### config.mk
export PLATFORM = sky130hd
export DESIGN_NAME = sitoa_ctrl
export DESIGN_NICKNAME = d
export VERILOG_FILES = /design/src/hw/rtl/sitoa_pkg.sv /design/src/hw/rtl/sitoa_ctrl.sv
export SDC_FILE = /design/constraint.sdc
export NUM_CORES = 1
export LEC_CHECK = 0
export ABC_AREA = 1
export BUFFER_PORTS_ARGS = -buffer_cell sky130_fd_sc_hd__buf_2
export CAP_MARGIN = 25
export CORE_AREA = 8 8 45 47
export DETAILED_ROUTE_END_ITERATION = 10
export DIE_AREA = 0 0 53 55
export SETUP_SLACK_MARGIN = 0.02
export SYNTH_ARGS = -nofsm -noshare
export SYNTH_HDL_FRONTEND = slang
export SYNTH_SLANG_ARGS = --single-unit
export TNS_END_PERCENT = 1
### constraint.sdc
create_clock -name clk -period 2.2 [get_ports clk]
set_clock_uncertainty 0.15 [all_clocks]
set_input_delay 0.22 -clock clk [delete_from_list [all_inputs] [get_ports clk]]
set_output_delay 0.22 -clock clk [all_outputs]
set_load 0.005 [all_outputs]
### src/hw/rtl/sitoa_pkg.sv
// Shared constants, types and command/status structs for the integer to decimal text converter.
package sitoa_pkg;

    // Most digits a 32-bit magnitude can have.
    localparam int unsigned MAX_DIGITS = 10;
    localparam int unsigned DIG_IDX_W  = $clog2(MAX_DIGITS);
    localparam int unsigned DIG_CNT_W  = $clog2(MAX_DIGITS + 1);

    localparam int unsigned VALUE_W = 32;
    localparam int unsigned CHAR_W  = 6;

    // ASCII codes, reduced to the six bits that the character port carries.
    localparam logic [CHAR_W-1:0] MINUS_CHAR = 6'd45;
    localparam logic [CHAR_W-1:0] ZERO_CHAR  = 6'd48;

    // Reciprocal of ten: floor(x / 10) == (x * RECIP_TEN) >> RECIP_SHIFT for any 32-bit x.
    localparam logic [VALUE_W-1:0] RECIP_TEN   = 32'hCCCC_CCCD;
    localparam int unsigned        RECIP_SHIFT = 35;

    typedef logic [3:0] digit_t;

    // Commands from the controller to the datapath.
    typedef struct packed {
        logic load;        // capture a new value and clear the digit count
        logic divide;      // peel off one decimal digit, least significant first
        logic emit_sign;   // present the minus sign
        logic emit_digit;  // present the most significant remaining digit
    } cmd_t;

    // Status from the datapath to the controller.
    typedef struct packed {
        logic neg;         // the captured value is negative
        logic quot_zero;   // the quotient of the current division step is zero
        logic last_digit;  // exactly one digit is left to present
    } status_t;

endpackage

### src/hw/rtl/sitoa_ctrl.sv
// Controller: state machine that sequences load, division steps and character output.
module sitoa_ctrl
    import sitoa_pkg::*;
(
    input  logic    clk,
    input  logic    rst_n,
    input  logic    start,
    input  status_t status,
    output cmd_t    cmd,
    output logic    busy,
    output logic    strobe
);

    localparam logic [1:0] ST_IDLE  = 2'd0;
    localparam logic [1:0] ST_DIV   = 2'd1;
    localparam logic [1:0] ST_SIGN  = 2'd2;
    localparam logic [1:0] ST_DIGIT = 2'd3;

    logic [1:0] state_reg;
    logic [1:0] state_next;
    logic       strobe_reg;
    logic       strobe_next;

    always_comb
    begin
        state_next = state_reg;
        cmd        = '0;
        unique case (state_reg)
            ST_IDLE:
            begin
                if (start)
                begin
                    cmd.load   = 1'b1;
                    state_next = ST_DIV;
                end
            end
            ST_DIV:
            begin
                cmd.divide = 1'b1;
                if (status.quot_zero)
                begin
                    state_next = status.neg ? ST_SIGN : ST_DIGIT;
                end
            end
            ST_SIGN:
            begin
                cmd.emit_sign = 1'b1;
                state_next    = ST_DIGIT;
            end
            ST_DIGIT:
            begin
                cmd.emit_digit = 1'b1;
                if (status.last_digit)
                begin
                    state_next = ST_IDLE;
                end
            end
            default:
            begin
                state_next = ST_IDLE;
            end
        endcase
        strobe_next = cmd.emit_sign | cmd.emit_digit;
    end

    always_ff @(posedge clk or negedge rst_n)
    begin
        if (!rst_n)
        begin
            state_reg  <= ST_IDLE;
            strobe_reg <= 1'b0;
        end
        else
        begin
            state_reg  <= state_next;
            strobe_reg <= strobe_next;
        end
    end

    assign busy   = (state_reg != ST_IDLE);
    assign strobe = strobe_reg;

    a_start_divides: assert property (@(posedge clk) disable iff (!rst_n)
        (start && state_reg == ST_IDLE) |=> state_reg == ST_DIV)
        else $error("accepted request did not start division");

    a_last_ends: assert property (@(posedge clk) disable iff (!rst_n)
        (state_reg == ST_DIGIT && status.last_digit) |=> state_reg == ST_IDLE && strobe_reg)
        else $error("final digit did not end the request");

    a_sign_first: assert property (@(posedge clk) disable iff (!rst_n)
        (state_reg == ST_SIGN) |-> status.neg)
        else $error("minus sign for a non-negative value");

endmodule

; ---- Word-level counts from Yosys, hierarchy flattened
; Index checks and enable logic that the tools add are counted.
[word_totals]
in_bits = 6
out_inout_bits = 6
word_cells = 22
ff_bits = 3
[classes]
eq_ne = 6
n_reduce_logical = 3
bitwise_logic = 1
mux = 10
[ops]
columns = op, n
row1 = $pmux W2 S4, 1
row2 = $mux W1, 6
row3 = $mux W2, 3
row4 = $ne A2 B2 Y1 const B, 3
row5 = $eq A2 B2 Y1 const B, 2
row6 = $reduce_and A3 Y1, 1
row7 = $eq A2 B1 Y1 const B, 1
row8 = $logic_not A2 Y1, 1
row9 = $reduce_bool A2 Y1, 1
row10 = $or A1 B1 Y1, 1

; ---- Longest topological paths before layout
[depth]
ltp_word = 3
depth_mapped = 7
depth_no_buf = 7

; ---- Worst setup path after synthesis
; Ideal clock, no wire load.
[synth_path]
path_kind = reg-to-reg
from = register state_reg[0]
to = register state_reg[0]
arrival_time_ns = 0.966
setup_time_ns = 0.116
path_buffers = 0
required_time_ns = 1.934
synth_period_minus_slack_ns = 1.232
stages_incl_launch_ff = 7
setup_slack_ns = 0.968
path_cell_list = dfrtp_1 inv_1 ha_1 nand2_2 nand3_1 nand2_1 nand2_1
[synth_via]
elab_chain_cells = 3
elab_cells_between_ends = 9
cone_classes = 6 x eq/ne / 1 x mux / 2 x reduce/logical
[synth_lines]
columns = item, line_no
row1 = start: declaration, sitoa_ctrl.sv:19  ; logic [1:0] state_reg;
row2 = start signal: assignment, sitoa_ctrl.sv:75  ; state_reg <= state_next;
row3 = $eq A2 B1 Y1 (tied with other cells), sitoa_ctrl.sv:28  ; unique case (state_reg)
row4 = $ne A2 B2 Y1 (no source line), n/a
row5 = $reduce_and A3 Y1 (no source line), n/a
; Several ways; a longest one is shown, not always the timed one.
; A chain may end at the register's enable or synchronous reset.

==> flow_metrics.tcl <==
set metrics [dict create \
    track_usage 0.04053 \
    grt_max_degree 6 \
    layout.nets 63 \
    crit_arrival_ns 1.25 \
    synthTopCellsByCount "inv_1 (9), nand2_1 (8), ha_1 (5)" \
    synth_cell_types 9 \
    maxCapViolCount 0 \
    synth_area_leader_cell "dfrtp_1" \
    rsz0062_at_grt "no" \
    area_delta_synth_final_pct 42.38 \
    gp_congestion 0.7641 \
    ant_nets 0 \
    cts_resized 0 \
    ir_drop_mv 0.3231 \
    root_buffer "clkbuf_4" \
    hold_violations 0 \
    largest_reg_flops 2 \
    powerDensity_mw_per_mm2 1347 \
    wirelength_um 602 \
    status "complete, no violations" \
    drtIter0Drc 3 \
    pin_count 12 \
    clockBufferDepth 2 \
    ctsHtreeMaxLevel 1 \
    finalNonFillerCells 67 \
    wl_met3_um 33 \
    timing.slew.headroom 0.8727 \
    io_buffer_count 11 \
    drive_above_1_share 0.4118 \
    place_inst 62 \
    holdWs_ns 0.1591 \
    ys_seq_area_frac 0.2857 \
    max_freq_mhz 615.9 \
    fin_crit_ns 1.624 \
    crit_chain "inv_1, ha_1, nand2_1, inv_1, buf_2" \
    avgSynthCellArea_um2 7.507 \
    endpoint_kind "output pin" \
    dieWidth_um 53 \
    ys_ff_latch 3 \
    fin_util 0.2703 \
    top_layer "met4" \
    async_flop_share 1.000 \
    gr-total-overflow 0 \
    fp.coreArea_mm2 0.001384 \
    path_buf_inv 3 \
    grt_antenna_before_repair 0 \
    slew_viol_final 0 \
    yosysMostFrequentCell "inv_1" \
    dr.pass1.iters 3 \
    cellLeakagePower_uw 0.0002431 \
    cts_made_buffers 3 \
    grt_pass1_vias 278 \
    timing.final.crit_share 0.7380 \
    vias_per_cell 3.716 \
    wl_per_cell_um 8.985 \
    std_cell_rows 14 \
    hp-class "in -> async" \
    drc 0 \
    slowest_stage "dfrtp_1" \
    start_util 0.1899 \
    crit_type "reg -> out" \
    dieArea_mm2 0.002915 \
    synthTopCellsByArea "dfrtp_1 (29%), ha_1 (24%), inv_1 (13%), nand2_1 (11%), nand2_2 (9.5%)" \
    postCtsSetupRepairBufs 0 \
    cts_tree "yes" \
    required_ns 1.83 \
    insertion_delay_ns 0.23 \
    synthFlopType "dfrtp_1" \
    grt_pass1_wl_um 883 \
    wl_met1_um 203 \
    fin_setup_tns_ns 0 \
    n_antenna_cell 0 \
    ys_warn_count 0 \
    synth_top_area_share 0.2857 \
    vias 249 \
    timing.final.ws_setup_ns 0.5763 \
    dp_hpwl_um 460.5 \
    synth_nets 46 \
    synth-edff-count 0 \
    syn_inst 35 \
    wl_met2_um 356 \
    pre_cts_slack_ns 0.8210 \
    slowest_delay_ns 0.43 \
    tightestPinTransition_ns 0.1909 \
    crit_top_cell "inv_1" \
    crit_fanout 5 \
    clock-sinks 3 \
    setup_violations 0 \
    path_clk_slew_ns 0.04 \
    syn_area_um2 262.8 \
    path_delay_family "flip-flops" \
    die_h_um 55 \
    start_kind "register" \
]
-- final timing paths --
check / start / end / slack [ns] / depth (start not counted)
worst max-delay path: state_reg[0] / cmd[3] / 0.58 / 5
worst min-delay path: rst_n / strobe / 0.16 / 2
worst max register to register: state_reg[0] / state_reg[0] / 0.82 / 6
worst min register to register: state_reg[1] / state_reg[1] / 0.43 / 2
max in group asynchronous: rst_n / state_reg[1] / 1.63 / 2
min in group clk: status[2] / state_reg[0] / 0.23 / 6
-- metrics by stage --
step	power (uW)	area, um^2
after floorplan	304.9	262.8
after global placement	394.0	337.8
after detailed placement	399.0	337.8
after global routing	543.4	374.1
final	503.8	374.1
after CTS	506.5	374.1
-- cell families after synthesis --
logic type,Yosys count,synth area share
and+or+nand+nor,17,0.3333
DFF,3,0.2857
adders and majority gates,5,0.2381
buffers and inverters,10,0.1428
-- power by group --
part           switching [uW]  leakage, uW  internal [uW]
clock network            29.6    0.0000150           68.0
logic                     161     0.000192            128
registers                30.8    0.0000363           85.8
total                     222     0.000243            282
-- what timing repair did --
action,4_1_cts,5_1_grt
hold endpoints to repair,3,0
hold buffers,1,0
setup endpoints to repair,0,0
-- layout by cell type, fill, tap and decap left out --
master | Yosys | layout
buf_2 | 0 | 11
clkbuf_1 | 0 | 1
clkbuf_4 | 0 | 3
dfrtp_1 | 3 | 3
dlygate4sd3_1 | 0 | 1
ha_1 | 5 | 5
inv_1 | 9 | 9
inv_2 | 1 | 1
nand2_1 | 8 | 8
nand2_2 | 4 | 4
nand3_1 | 3 | 3
nor2_4 | 1 | 1
or2_2 | 1 | 1
-- layer usage --
metal | GRT usage | vias up
met1 | 0.02599 | 110
met2 | 0.08398 | 6
li1 | - | 131
met3 | 0.008021 | 2
met5 | 0 | -
met4 | 0.04741 | 0
-- area by class of cell --
type / count / area, um^2
Multi-Input combinational cell: 22 / 150.1
Clock buffer: 4 / 26.28
Tap cell: 16 / 20.02
Inverter: 10 / 37.54
Sequential cell: 3 / 75.07
Timing Repair Buffer: 12 / 65.06
Fill cell: 154 / 1010
(Power assumes the default switching activity.)
